`src/design/ces_pkg.sv`:
```
`timescale 1ns / 1ps
// shared widths, action and kind codes for the cycle event scheduler
package ces_pkg;

    localparam int ACT_W         = 3;
    localparam int TYPE_W        = 4;
    localparam int CYC_W         = 31;
    localparam int NOW_W         = 64;
    localparam int NUM_TYPES_DEF = 16;
    localparam int MAX_FIRES     = 16;

    localparam logic [ACT_W-1:0] ACT_TICK    = 3'd0;
    localparam logic [ACT_W-1:0] ACT_SKIP    = 3'd1;
    localparam logic [ACT_W-1:0] ACT_SCHED   = 3'd2;
    localparam logic [ACT_W-1:0] ACT_UNSCHED = 3'd3;
    localparam logic [ACT_W-1:0] ACT_QUERY   = 3'd4;

    localparam logic KIND_FIRED = 1'b0;
    localparam logic KIND_QUERY = 1'b1;

endpackage

```
`src/design/ces_if.sv`:
```
`timescale 1ns / 1ps
// command and result channel interfaces of the cycle event scheduler
interface ces_cmd_if;
    logic                       valid;
    logic                       ready;
    logic [ces_pkg::ACT_W-1:0]  action;
    logic [ces_pkg::TYPE_W-1:0] event_type;
    logic [ces_pkg::CYC_W-1:0]  cycles;

    modport source (output valid, action, event_type, cycles, input ready);
    modport sink   (input valid, action, event_type, cycles, output ready);
endinterface

interface ces_res_if;
    logic                       valid;
    logic                       ready;
    logic                       kind;
    logic [ces_pkg::TYPE_W-1:0] fired_type;
    logic [ces_pkg::CYC_W-1:0]  lateness;
    logic                       pending;
    logic [ces_pkg::CYC_W-1:0]  elapsed;
    logic [ces_pkg::CYC_W-1:0]  remaining;
    logic [ces_pkg::CYC_W-1:0]  span;
    logic                       last;

    modport source (output valid, kind, fired_type, lateness, pending, elapsed, remaining,
                    span, last, input ready);
    modport sink   (input valid, kind, fired_type, lateness, pending, elapsed, remaining,
                    span, last, output ready);
endinterface

```
`src/design/cycle_event_scheduler_unit.sv`:
```
`timescale 1ns / 1ps
// cycle event scheduler: 64-bit cycle counter with one pending slot per event type
// schedule and unschedule act in idle; a pending query: read, elapsed, remaining, span, output
// tick and skip: one slot scan per fired event plus a closing scan, which is left out once
// the fire limit is reached; a scan walks the slot memory one entry per cycle through
// a single shared 64-bit subtract unit. at most 16 events fire per transfer
// reset: async, clears counter, slot valid bits and output valid; slot memory is not cleared
module cycle_event_scheduler_unit #(
    parameter int NUM_TYPES = ces_pkg::NUM_TYPES_DEF
) (
    input  logic        clk,
    input  logic        rst_n,
    ces_cmd_if.sink     cmd,
    ces_res_if.source   res
);

    localparam int IDX_W  = $clog2(NUM_TYPES);
    localparam int CNT_W  = $clog2(NUM_TYPES + 1);
    localparam int FCNT_W = $clog2(ces_pkg::MAX_FIRES + 1);
    localparam int NOW_W  = ces_pkg::NOW_W;
    localparam int CYC_W  = ces_pkg::CYC_W;
    localparam int TYPE_W = ces_pkg::TYPE_W;

    typedef enum logic [3:0] {
        ST_IDLE,
        ST_SCAN,      // walk slots, track earliest due cycle
        ST_SCAN_END,  // scan result settled, skip moves the counter here
        ST_CHECK,     // is the earliest slot due, then hold it for output
        ST_FINAL,     // push held event with last set
        ST_QRD,
        ST_Q_EL,
        ST_Q_REM,
        ST_Q_SPAN,
        ST_Q_OUT
    } state_t;

    // saturate a wrapped 64-bit difference to 31 bits
    function automatic logic [CYC_W-1:0] sat31(input logic [NOW_W-1:0] v);
        logic [CYC_W-1:0] r;
        r = (|v[NOW_W-1:CYC_W]) ? '1 : v[CYC_W-1:0];
        return r;
    endfunction

    // slot memory: queue cycle and due cycle per type
    logic [NOW_W-1:0] mem_due    [NUM_TYPES];
    logic [NOW_W-1:0] mem_queued [NUM_TYPES];
    logic [NOW_W-1:0] rd_due_reg;
    logic [NOW_W-1:0] rd_queued_reg;
    logic             mem_we;
    logic [IDX_W-1:0] mem_waddr;
    logic [IDX_W-1:0] rd_addr;

    // control and datapath registers
    state_t            state_reg,      state_next;
    logic [NOW_W-1:0]  now_reg,        now_next;
    logic [NUM_TYPES-1:0] valid_reg,   valid_next;
    logic [CNT_W-1:0]  scan_idx_reg,   scan_idx_next;
    logic              cmp_vld_reg,    cmp_vld_next;
    logic [IDX_W-1:0]  cmp_idx_reg,    cmp_idx_next;
    logic              found_reg,      found_next;
    logic [IDX_W-1:0]  best_idx_reg,   best_idx_next;
    logic [NOW_W-1:0]  best_due_reg,   best_due_next;
    logic              skip_first_reg, skip_first_next;
    logic              hold_vld_reg,   hold_vld_next;
    logic [IDX_W-1:0]  hold_type_reg,  hold_type_next;
    logic [CYC_W-1:0]  hold_late_reg,  hold_late_next;
    logic [FCNT_W-1:0] fire_cnt_reg,   fire_cnt_next;
    logic [IDX_W-1:0]  q_idx_reg,      q_idx_next;
    logic [TYPE_W-1:0] q_type_reg,     q_type_next;
    logic              q_hit_reg,      q_hit_next;
    logic [CYC_W-1:0]  el_reg,         el_next;
    logic [CYC_W-1:0]  rem_reg,        rem_next;
    logic [CYC_W-1:0]  span_reg,       span_next;

    // output register
    logic              out_vld_reg,    out_vld_next;
    logic              out_kind_reg,   out_kind_next;
    logic [TYPE_W-1:0] out_type_reg,   out_type_next;
    logic [CYC_W-1:0]  out_late_reg,   out_late_next;
    logic              out_pend_reg,   out_pend_next;
    logic [CYC_W-1:0]  out_el_reg,     out_el_next;
    logic [CYC_W-1:0]  out_rem_reg,    out_rem_next;
    logic [CYC_W-1:0]  out_span_reg,   out_span_next;
    logic              out_last_reg,   out_last_next;

    // shared subtract unit
    logic [NOW_W-1:0]  alu_a;
    logic [NOW_W-1:0]  alu_b;
    logic [NOW_W-1:0]  alu_diff;
    logic              alu_borrow;
    logic [CYC_W-1:0]  alu_sat;

    logic              cmd_fire;
    logic              can_load;
    logic              in_range;
    logic [IDX_W-1:0]  cmd_idx;
    logic [NOW_W-1:0]  add_sum;
    logic              take;

    assign cmd.ready = (state_reg == ST_IDLE);
    assign cmd_fire  = cmd.valid && cmd.ready;
    assign can_load  = !out_vld_reg || res.ready;
    assign in_range  = 32'(cmd.event_type) < 32'(NUM_TYPES);
    assign cmd_idx   = IDX_W'(cmd.event_type);
    // tick target and due cycle of a schedule share this adder
    assign add_sum   = now_reg + NOW_W'(cmd.cycles);

    assign res.valid      = out_vld_reg;
    assign res.kind       = out_kind_reg;
    assign res.fired_type = out_type_reg;
    assign res.lateness   = out_late_reg;
    assign res.pending    = out_pend_reg;
    assign res.elapsed    = out_el_reg;
    assign res.remaining  = out_rem_reg;
    assign res.span       = out_span_reg;
    assign res.last       = out_last_reg;

    // operand select of the shared unit by sequencer step
    always_comb
    begin
        case (state_reg)
            ST_SCAN:
            begin
                alu_a = rd_due_reg;
                alu_b = best_due_reg;
            end
            ST_CHECK:
            begin
                alu_a = now_reg;
                alu_b = best_due_reg;
            end
            ST_Q_EL:
            begin
                alu_a = now_reg;
                alu_b = rd_queued_reg;
            end
            ST_Q_REM:
            begin
                alu_a = rd_due_reg;
                alu_b = now_reg;
            end
            ST_Q_SPAN:
            begin
                alu_a = rd_due_reg;
                alu_b = rd_queued_reg;
            end
            default:
            begin
                alu_a = '0;
                alu_b = '0;
            end
        endcase
    end

    assign {alu_borrow, alu_diff} = {1'b0, alu_a} - {1'b0, alu_b};
    assign alu_sat = sat31(alu_diff);

    // strictly earlier due cycle wins, so lower type stays on ties
    assign take = cmp_vld_reg && valid_reg[cmp_idx_reg] && (!found_reg || alu_borrow);

    assign rd_addr = (state_reg == ST_SCAN) ? scan_idx_reg[IDX_W-1:0] : q_idx_reg;

    always_ff @(posedge clk)
    begin
        if (mem_we)
        begin
            mem_due[mem_waddr]    <= add_sum;
            mem_queued[mem_waddr] <= now_reg;
        end
        rd_due_reg    <= mem_due[rd_addr];
        rd_queued_reg <= mem_queued[rd_addr];
    end

    always_comb
    begin
        state_next      = state_reg;
        now_next        = now_reg;
        valid_next      = valid_reg;
        scan_idx_next   = scan_idx_reg;
        cmp_vld_next    = cmp_vld_reg;
        cmp_idx_next    = cmp_idx_reg;
        found_next      = found_reg;
        best_idx_next   = best_idx_reg;
        best_due_next   = best_due_reg;
        skip_first_next = skip_first_reg;
        hold_vld_next   = hold_vld_reg;
        hold_type_next  = hold_type_reg;
        hold_late_next  = hold_late_reg;
        fire_cnt_next   = fire_cnt_reg;
        q_idx_next      = q_idx_reg;
        q_type_next     = q_type_reg;
        q_hit_next      = q_hit_reg;
        el_next         = el_reg;
        rem_next        = rem_reg;
        span_next       = span_reg;
        mem_we          = 1'b0;
        mem_waddr       = cmd_idx;

        out_vld_next  = out_vld_reg && !res.ready;
        out_kind_next = out_kind_reg;
        out_type_next = out_type_reg;
        out_late_next = out_late_reg;
        out_pend_next = out_pend_reg;
        out_el_next   = out_el_reg;
        out_rem_next  = out_rem_reg;
        out_span_next = out_span_reg;
        out_last_next = out_last_reg;

        case (state_reg)
            ST_IDLE:
            begin
                if (cmd_fire)
                begin
                    case (cmd.action)
                        ces_pkg::ACT_TICK, ces_pkg::ACT_SKIP:
                        begin
                            if (cmd.action == ces_pkg::ACT_TICK)
                            begin
                                now_next = add_sum;
                            end
                            skip_first_next = (cmd.action == ces_pkg::ACT_SKIP);
                            scan_idx_next   = '0;
                            cmp_vld_next    = 1'b0;
                            found_next      = 1'b0;
                            hold_vld_next   = 1'b0;
                            fire_cnt_next   = '0;
                            state_next      = ST_SCAN;
                        end
                        ces_pkg::ACT_SCHED:
                        begin
                            if (in_range)
                            begin
                                valid_next[cmd_idx] = 1'b1;
                                mem_we              = 1'b1;
                            end
                        end
                        ces_pkg::ACT_UNSCHED:
                        begin
                            if (in_range)
                            begin
                                valid_next[cmd_idx] = 1'b0;
                            end
                        end
                        ces_pkg::ACT_QUERY:
                        begin
                            q_idx_next  = cmd_idx;
                            q_type_next = cmd.event_type;
                            q_hit_next  = in_range && valid_reg[cmd_idx];
                            el_next     = '0;
                            rem_next    = '0;
                            span_next   = '0;
                            state_next  = (in_range && valid_reg[cmd_idx]) ? ST_QRD : ST_Q_OUT;
                        end
                        default:
                        begin
                            state_next = ST_IDLE;
                        end
                    endcase
                end
            end

            ST_SCAN:
            begin
                // issue one read per cycle, compare in the next cycle
                if (scan_idx_reg < CNT_W'(NUM_TYPES))
                begin
                    cmp_vld_next  = 1'b1;
                    cmp_idx_next  = scan_idx_reg[IDX_W-1:0];
                    scan_idx_next = scan_idx_reg + 1'b1;
                end
                else
                begin
                    cmp_vld_next = 1'b0;
                end
                if (take)
                begin
                    found_next    = 1'b1;
                    best_idx_next = cmp_idx_reg;
                    best_due_next = rd_due_reg;
                end
                if (cmp_vld_reg && (cmp_idx_reg == IDX_W'(NUM_TYPES - 1)))
                begin
                    state_next = ST_SCAN_END;
                end
            end

            ST_SCAN_END:
            begin
                if (!found_reg)
                begin
                    state_next = hold_vld_reg ? ST_FINAL : ST_IDLE;
                end
                else
                begin
                    // skip lands the counter on the earliest due cycle
                    if (skip_first_reg)
                    begin
                        now_next        = best_due_reg;
                        skip_first_next = 1'b0;
                    end
                    state_next = ST_CHECK;
                end
            end

            ST_CHECK:
            begin
                if (alu_borrow)
                begin
                    state_next = hold_vld_reg ? ST_FINAL : ST_IDLE;
                end
                else if (!hold_vld_reg || can_load)
                begin
                    if (hold_vld_reg)
                    begin
                        out_vld_next  = 1'b1;
                        out_kind_next = ces_pkg::KIND_FIRED;
                        out_type_next = TYPE_W'(hold_type_reg);
                        out_late_next = hold_late_reg;
                        out_pend_next = 1'b0;
                        out_el_next   = '0;
                        out_rem_next  = '0;
                        out_span_next = '0;
                        out_last_next = 1'b0;
                    end
                    hold_vld_next             = 1'b1;
                    hold_type_next            = best_idx_reg;
                    hold_late_next            = alu_sat;
                    valid_next[best_idx_reg]  = 1'b0;
                    fire_cnt_next             = fire_cnt_reg + 1'b1;
                    if (fire_cnt_reg == FCNT_W'(ces_pkg::MAX_FIRES - 1))
                    begin
                        state_next = ST_FINAL;
                    end
                    else
                    begin
                        scan_idx_next = '0;
                        cmp_vld_next  = 1'b0;
                        found_next    = 1'b0;
                        state_next    = ST_SCAN;
                    end
                end
            end

            ST_FINAL:
            begin
                if (can_load)
                begin
                    out_vld_next  = 1'b1;
                    out_kind_next = ces_pkg::KIND_FIRED;
                    out_type_next = TYPE_W'(hold_type_reg);
                    out_late_next = hold_late_reg;
                    out_pend_next = 1'b0;
                    out_el_next   = '0;
                    out_rem_next  = '0;
                    out_span_next = '0;
                    out_last_next = 1'b1;
                    hold_vld_next = 1'b0;
                    state_next    = ST_IDLE;
                end
            end

            ST_QRD:
            begin
                state_next = ST_Q_EL;
            end

            ST_Q_EL:
            begin
                el_next    = alu_sat;
                state_next = ST_Q_REM;
            end

            ST_Q_REM:
            begin
                rem_next   = alu_sat;
                state_next = ST_Q_SPAN;
            end

            ST_Q_SPAN:
            begin
                span_next  = alu_sat;
                state_next = ST_Q_OUT;
            end

            ST_Q_OUT:
            begin
                if (can_load)
                begin
                    out_vld_next  = 1'b1;
                    out_kind_next = ces_pkg::KIND_QUERY;
                    out_type_next = q_type_reg;
                    out_late_next = '0;
                    out_pend_next = q_hit_reg;
                    out_el_next   = el_reg;
                    out_rem_next  = rem_reg;
                    out_span_next = span_reg;
                    out_last_next = 1'b1;
                    state_next    = ST_IDLE;
                end
            end

            default:
            begin
                state_next = ST_IDLE;
            end
        endcase
    end

    always_ff @(posedge clk or negedge rst_n)
    begin
        if (!rst_n)
        begin
            state_reg      <= ST_IDLE;
            now_reg        <= '0;
            valid_reg      <= '0;
            scan_idx_reg   <= '0;
            cmp_vld_reg    <= 1'b0;
            cmp_idx_reg    <= '0;
            found_reg      <= 1'b0;
            best_idx_reg   <= '0;
            best_due_reg   <= '0;
            skip_first_reg <= 1'b0;
            hold_vld_reg   <= 1'b0;
            hold_type_reg  <= '0;
            hold_late_reg  <= '0;
            fire_cnt_reg   <= '0;
            q_idx_reg      <= '0;
            q_type_reg     <= '0;
            q_hit_reg      <= 1'b0;
            el_reg         <= '0;
            rem_reg        <= '0;
            span_reg       <= '0;
            out_vld_reg    <= 1'b0;
            out_kind_reg   <= 1'b0;
            out_type_reg   <= '0;
            out_late_reg   <= '0;
            out_pend_reg   <= 1'b0;
            out_el_reg     <= '0;
            out_rem_reg    <= '0;
            out_span_reg   <= '0;
            out_last_reg   <= 1'b0;
        end
        else
        begin
            state_reg      <= state_next;
            now_reg        <= now_next;
            valid_reg      <= valid_next;
            scan_idx_reg   <= scan_idx_next;
            cmp_vld_reg    <= cmp_vld_next;
            cmp_idx_reg    <= cmp_idx_next;
            found_reg      <= found_next;
            best_idx_reg   <= best_idx_next;
            best_due_reg   <= best_due_next;
            skip_first_reg <= skip_first_next;
            hold_vld_reg   <= hold_vld_next;
            hold_type_reg  <= hold_type_next;
            hold_late_reg  <= hold_late_next;
            fire_cnt_reg   <= fire_cnt_next;
            q_idx_reg      <= q_idx_next;
            q_type_reg     <= q_type_next;
            q_hit_reg      <= q_hit_next;
            el_reg         <= el_next;
            rem_reg        <= rem_next;
            span_reg       <= span_next;
            out_vld_reg    <= out_vld_next;
            out_kind_reg   <= out_kind_next;
            out_type_reg   <= out_type_next;
            out_late_reg   <= out_late_next;
            out_pend_reg   <= out_pend_next;
            out_el_reg     <= out_el_next;
            out_rem_reg    <= out_rem_next;
            out_span_reg   <= out_span_next;
            out_last_reg   <= out_last_next;
        end
    end

endmodule

```
`src/flat_wrapper.sv`:
```
// flat-port wrapper written by rule: the top's interface ports become plain ports
module cycle_event_scheduler_unit_flat 
#(
    parameter int NUM_TYPES = ces_pkg::NUM_TYPES_DEF
)
  (clk, rst_n, cmd_valid, cmd_action, cmd_event_type, cmd_cycles, cmd_ready, res_valid, res_kind, res_fired_type, res_lateness, res_pending, res_elapsed, res_remaining, res_span, res_last, res_ready);
  ces_cmd_if cmd_i ();
  ces_res_if res_i ();
  input  logic clk;
  input  logic rst_n;
  input wire logic [$bits(cmd_i.valid)-1:0] cmd_valid;
  input wire logic [$bits(cmd_i.action)-1:0] cmd_action;
  input wire logic [$bits(cmd_i.event_type)-1:0] cmd_event_type;
  input wire logic [$bits(cmd_i.cycles)-1:0] cmd_cycles;
  output wire logic [$bits(cmd_i.ready)-1:0] cmd_ready;
  output wire logic [$bits(res_i.valid)-1:0] res_valid;
  output wire logic [$bits(res_i.kind)-1:0] res_kind;
  output wire logic [$bits(res_i.fired_type)-1:0] res_fired_type;
  output wire logic [$bits(res_i.lateness)-1:0] res_lateness;
  output wire logic [$bits(res_i.pending)-1:0] res_pending;
  output wire logic [$bits(res_i.elapsed)-1:0] res_elapsed;
  output wire logic [$bits(res_i.remaining)-1:0] res_remaining;
  output wire logic [$bits(res_i.span)-1:0] res_span;
  output wire logic [$bits(res_i.last)-1:0] res_last;
  input wire logic [$bits(res_i.ready)-1:0] res_ready;
  assign cmd_i.valid = cmd_valid;
  assign cmd_i.action = cmd_action;
  assign cmd_i.event_type = cmd_event_type;
  assign cmd_i.cycles = cmd_cycles;
  assign cmd_ready = cmd_i.ready;
  assign res_valid = res_i.valid;
  assign res_kind = res_i.kind;
  assign res_fired_type = res_i.fired_type;
  assign res_lateness = res_i.lateness;
  assign res_pending = res_i.pending;
  assign res_elapsed = res_i.elapsed;
  assign res_remaining = res_i.remaining;
  assign res_span = res_i.span;
  assign res_last = res_i.last;
  assign res_i.ready = res_ready;
  cycle_event_scheduler_unit #(.NUM_TYPES(NUM_TYPES)) u_core (.clk(clk), .rst_n(rst_n), .cmd(cmd_i), .res(res_i));
endmodule
```
`config.mk`:
```
export PLATFORM = sky130hd
export DESIGN_NAME = cycle_event_scheduler_unit_flat
export DESIGN_NICKNAME = d
export VERILOG_FILES = /design/src/design/ces_pkg.sv /design/src/design/ces_if.sv /design/src/design/cycle_event_scheduler_unit.sv /design/src/flat_wrapper.sv
export SDC_FILE = /design/constraint.sdc
export NUM_CORES = 2
export LEC_CHECK = 0
export BUFFER_PORTS_ARGS = -buffer_cell sky130_fd_sc_hd__buf_2
export CAP_MARGIN = 20
export CELL_PAD_IN_SITES_DETAIL_PLACEMENT = 1
export CELL_PAD_IN_SITES_GLOBAL_PLACEMENT = 2
export CORE_ASPECT_RATIO = 1.4
export CORE_UTILIZATION = 34
export CTS_CLUSTER_SIZE = 12
export DETAILED_ROUTE_END_ITERATION = 6
export PLACE_DENSITY_LB_ADDON = 0.1
export SLEW_MARGIN = 25
export SYNTH_ARGS = -nofsm -noshare
export SYNTH_HDL_FRONTEND = slang
export SYNTH_SLANG_ARGS = --single-unit
```
`constraint.sdc`:
```
create_clock -name clk -period 10 [get_ports clk]
set_input_delay 0.5 -clock clk [delete_from_list [all_inputs] [get_ports clk]]
set_output_delay 0.5 -clock clk [all_outputs]
set_load 0.01 [all_outputs]
```
* Word level (Yosys, flattened, before mapping)
Memories as Yosys holds them, arrays and structs flattened. A register that Yosys moved wholly into a read port is not among the register bits. Cells that the tools add are included.
Storage, ports and cells: flip-flop bits (word level) 435, memory bits (writable) 2048, memories 2
Memory list:
- u_core.mem_due | words 16, bits a word 64, read ports 1, clocked after memory_dff 1, write ports 1, line cycle_event_scheduler_unit.sv:45 | logic [NOW_W-1:0] mem_due [NUM_TYPES];
- u_core.mem_queued | words 16, bits a word 64, read ports 1, clocked after memory_dff 1, write ports 1, line cycle_event_scheduler_unit.sv:46 | logic [NOW_W-1:0] mem_queued [NUM_TYPES];
Operators by class: $add $sub $neg 4, $lt $le $gt $ge 6, eq/ne operators 34, muxes and demuxes 105, bitwise logic cells 6, reductions and logical operators 51
Operator list (number):
- $mux 31 | 14
- $pmux 31 s3 | 4
- $mux 64 | 5
- $pmux 64 s2 | 2
- $pmux 64 s3 | 1
- $pmux 31 s2 | 3
- $sub 64x64->65 | 1
- $add 64x31->64 | 1
- $pmux 16 s2 | 2
- $mux 4 | 13
- $mux 16 | 3
- $mux 5 | 8
- $pmux 4 s9 | 1
- $reduce_or 33->1 | 1
- $and 16x16->16 | 2
- $not 16->16 | 2
- $mux 1 | 31
- $pmux 4 s3 | 2
- $reduce_and 6->1 | 4
- $reduce_and 5->1 | 4
- $ne 2x2->1 const B | 9
- $eq 4x3->1 const B | 4
- $ne 2x1->1 const B | 8
- $or 16x16->16 | 1
- 34 further kinds | 80

* Logic depth before layout (Yosys ltp)
depth after elaboration 9, depth in mapped cells 24

* Least setup slack after synthesis
Ideal clock, no wire load.
kind register -> register, start point register u_core.state_reg[0], end point memory u_core.mem_due[13][0], enable pin, arrival 7.060 ns, required time 9.383 ns, setup slack 2.322 ns, cell stages (with the launch flop) 8, path buffers 2, cells stage by stage dfrtp_1 clkbuf_1 nor4_1 clkbuf_1 nand3_1 nor2_1 nand2_1 nor2_1
On the way: word-level cells in the longest chain between the ends 6
Ends and longest elaborated chain:
- from (decl) | line cycle_event_scheduler_unit.sv:54 | state_t state_reg, state_next;
- from (signal assigned) | line cycle_event_scheduler_unit.sv:445 | state_reg <= state_next;
- $logic_not 4->1 (*) | line cycle_event_scheduler_unit.sv:100 | assign cmd.ready = (state_reg == ST_IDLE);
- named net cmd_ready | line flat_wrapper.sv:15 | output wire logic [$bits(cmd_i.ready)-1:0] cmd_ready;
- $logic_and 1x1->1 | line cycle_event_scheduler_unit.sv:101 | assign cmd_fire = cmd.valid && cmd.ready;
- $mux 1 | line cycle_event_scheduler_unit.sv:212 | if (cmd_fire)
- $mux 1 (*) | line cycle_event_scheduler_unit.sv:209 | case (state_reg)
- $mux 1 (*) | line cycle_event_scheduler_unit.sv:165 | if (mem_we)
- $mux 1 (not written as such) (*) | line cycle_event_scheduler_unit.sv:167 | mem_due[mem_waddr] <= add_sum;
- to (decl) | line cycle_event_scheduler_unit.sv:45
The timed path passes the listed nets; every way through them passes the cells marked *.

* Worst setup path after layout
start point register u_core.state_reg[0], end point register u_core.best_due_reg[21]
On the way: word-level cells in the longest chain between the ends 7
Ends and longest elaborated chain:
- $eq 4x3->1, or another cell as far along | line cycle_event_scheduler_unit.sv:121 | case (state_reg)
- $reduce_or 3->1 (no line) or $reduce_or 2->1 (tied branches)
- $pmux 64 s2 or $pmux 64 s3 (tied branches) | line cycle_event_scheduler_unit.sv:121
- $sub 64x64->65 | line cycle_event_scheduler_unit.sv:155 | assign {alu_borrow, alu_diff} = {1'b0, alu_a} - {1'b0, alu_b};
- $logic_or 1x1->1 | line cycle_event_scheduler_unit.sv:159 | assign take = cmp_vld_reg && valid_reg[cmp_idx_reg] && (!found_reg || alu_borrow);
- $logic_and 1x1->1 | line cycle_event_scheduler_unit.sv:159
- $reduce_and 2->1 (no line) (*)
- to (signal assigned) | line cycle_event_scheduler_unit.sv:453 | best_due_reg <= best_due_next;
- to (decl) | line cycle_event_scheduler_unit.sv:62 | logic [NOW_W-1:0] best_due_reg, best_due_next;
Every way passes the cells marked *; elsewhere a longest branch is shown, timed or not. A chain may end at the register's enable or synchronous reset.

==> results.md <==
- Status: complete, but fails checks
- Failing checks: DRC
- Initial Util: 0.341
- Final WS setup: 2290 ps
- Combinational group share of total power: 0.433
- Chip width: 476 um
- Synth top area share: 0.576
- Layout area overhead: 14.7%
- Hold_buf cts: 4
- Setup total negative slack: 0 ps
- Avg Cell Area, Syn: 16.0 um^2
- Routed WL: 350000 um
- IR drop worst, VDD: 0.000304 V
- Post-route cell area: 0.122 mm^2
- Top Usage Layer GRT: met2
- Top flop regs: u_core.mem_due (1024), u_core.mem_queued (1024)
- Int Power: 26.4 mW
- Worst-case clock buffer depth: 4
- GR Util met2: 0.382
- CTS root buffer: clkbuf_16
- Clock power share: 0.225
- Detailed-route wire length per cell: 31.1 um
- Max-Cap Viols: 0
- Post_cts resized: 0
- CP arrival: 8430 ps
- Fillers: 31022
- Register area share after synthesis: 0.702
- Relative slew slack: 0.273
- Overall fraction of global-route tracks in use: 0.220
- Layout Cells excl Fill: 11253
- CTS tree: yes
- Prevailing post-synth register cell: edfxtp_1
- Fin. max-slew vios: 0
- Fmax: 0.130 GHz
- Worst path cell trace: nor2b_1, nand2_1, nand3_4, a22oi_1, ha_1, inv_1, fa_1, a211oi_1, o211ai_1, a21oi_1, a211oi_1, o21bai_1, a21oi_1, o21ai_1, nand2_1, a21oi_4, buf_12, mux2_2
- Hold_ws: 76.7 ps
- DRT Pass-1 Iters: 7
- Via/cell ratio: 5.54
- Kind of critical path: reg -> reg
- Synth top area cells: edfxtp_1, mux4_2, dfrtp_1
- Largest net degree at the start of global routing: 124
- Reg clk slew, reported paths: 60 ps
- Synthesized area: 0.107 mm^2
- Pleak: 42.6 nW
- Post-DP HPWL: 205000 um
- Routed Antenna Nets: 0
- Post-synth net total: 6801
- Final hold vios: 0
- Fin crit period: 7710 ps
- Worst min path class: in -> reg
- Commonest cells post-synth: edfxtp_1, nand2_1, mux4_2
- Syn Inst Count: 6659
- Layout Nets: 7015
- Synth warnings: 0
- Worst-Skew Late Latency: 880 ps
- FP Rows: 243
- H-tree levels: 5
- Placed Cells: 10748
- Pwr/cell area: 365 mW/mm^2
- Critical Path RT: 10730 ps
- DRT iter0 DRCs: 4734
- Crit path max fanout: 64
- Port Buffers: 174
- Final Cycle Share: 0.771
- Setup Fix Bufs, Post-CTS: 0
- #FFs+latches synth: 2611
- First-pass GRT wire length: 503000 um
- Seq pwr share: 0.343
- Max incr delay on CP: 700 ps
- Die ar.: 0.316 mm^2
- Switch share: 0.408
- Share of cells above drive strength 1: 0.204
- DRC: 4
- CTS buffer count: 281
- Pre-CTS WS: 1810 ps
- RSZ-0062 raised after global routing: false
- Dominant cell by count in the synthesized netlist: edfxtp_1
- M1 GR Usage: 0.295
- Least-Margin Pin Slew: 1090 ps
- Total power: 44.7 mW
- Post-synthesis cell type count: 80
- IO Count: 175
- NetSw: 18.2 mW
- Async SR Flop Fraction: 0.167
- Setup violators final: 0
- Global route overflow: 0
- Final Core Density: 0.392
- Slowest cell on the critical path: o21ai_1
- Area leader, netlist: edfxtp_1
- GP Congestion: 0.859
- Clock sinks: 2611
- Die height: 665 um
- Post-DP Area: 0.114 mm^2
- Met3 GRT Util: 0.0225
- Vias in the first global route: 66956
- CP Launch Type: flop
- Via count: 62365
- Area of the core: 0.313 mm^2
- Crit end category: flop
- Antenna violations before repair: 5
- Clock Skew: 46.0 ps
- Number of flops mapped to enable cells by yosys: 2048
[layout by cell type, fill, tap and decap left out, drive strengths merged, types with 148 or more instances in the layout]
cell,count
a21oi,263
clkbuf,433
nand2,743
edfxtp,2048
dfrtp,435
mux4,522
buf,377
o21ai,172
and2,148
nor2,279
a31oi,284
[power by group through the flow]
stage | combinational (mW) | clock, mW | sequential, mW
floorplan | 11.5 | 0 | 14.9
global placement | 19.3 | 0 | 15.5
detailed placement | 19.6 | 0 | 15.5
CTS | 19.7 | 10.3 | 15.3
global route | 20.8 | 10.7 | 15.4
finish | 19.3 | 10.0 | 15.3
[cell type report]
cell class | count | area [um^2] | area share
sequential | 2611 | 74900 | 0.612
multi-input combinational | 3566 | 30600 | 0.250
clock buffer | 433 | 8090 | 0.0660
tap | 4165 | 5210 | 0.0426
timing repair buffer | 381 | 2900 | 0.0237
clock inverter | 61 | 523 | 0.00427
inverter | 32 | 120 | 0.000981
antenna | 4 | 10.0 | 0.0000818
[worst paths after layout]
kind                                                  from  cells past startpoint                                   to  slack [ps]
min in group asynchronous                            rst_n                      2  u_core.res.remaining[5]$_DFFE_PN0P_         330
setup / recovery           u_core.state_reg[0]$_DFFE_PN0P_                     18  u_core.best_due_reg[21]$_DFFE_PN0P_        2290
max in group asynchronous                            rst_n                      4      u_core.res.span[20]$_DFFE_PN0P_        7470
setup reg to reg           u_core.state_reg[0]$_DFFE_PN0P_                     18  u_core.best_due_reg[21]$_DFFE_PN0P_        2290
hold reg to reg             u_core.res.span[9]$_DFFE_PN0P_                      2       u_core.res.span[9]$_DFFE_PN0P_         460
hold / removal                               cmd_action[0]                      3    u_core.skip_first_reg$_DFFE_PN0P_          80
[critical path, delay by kind of cell (launching register included)]
family | cells | cell delay, ps
buf+inv | 2 | 500
flops | 1 | 540
compound gates | 9 | 3430
simple gates | 4 | 1660
fa+ha+maj | 2 | 840
mux | 1 | 390
[layer usage]
metal | part of all wire | routed length, um
met3 | 0.035 | 12400
met4 | 0.022 | 7700
met5 | 0 | 0
met2 | 0.51 | 178000
met1 | 0.44 | 152000
[kinds of logic (layout without fill, tap and decap cells)]
logic type               count (synthesis)  in the layout  share of synthesized area
flip-flops                            2611           2611                      0.702
AND/OR/NAND/NOR                       1520           1520                     0.0638
AO/OA/AOI/OAI                         1221           1221                     0.0758
multiplexers                           623            623                      0.121
buffers and inverters                  482            907                     0.0173
XOR/XNOR                               102            102                    0.00837
adder cells (fa/ha/maj)                100            100                     0.0119
other                                    0              4                          0
(Power assumes the default switching activity.)
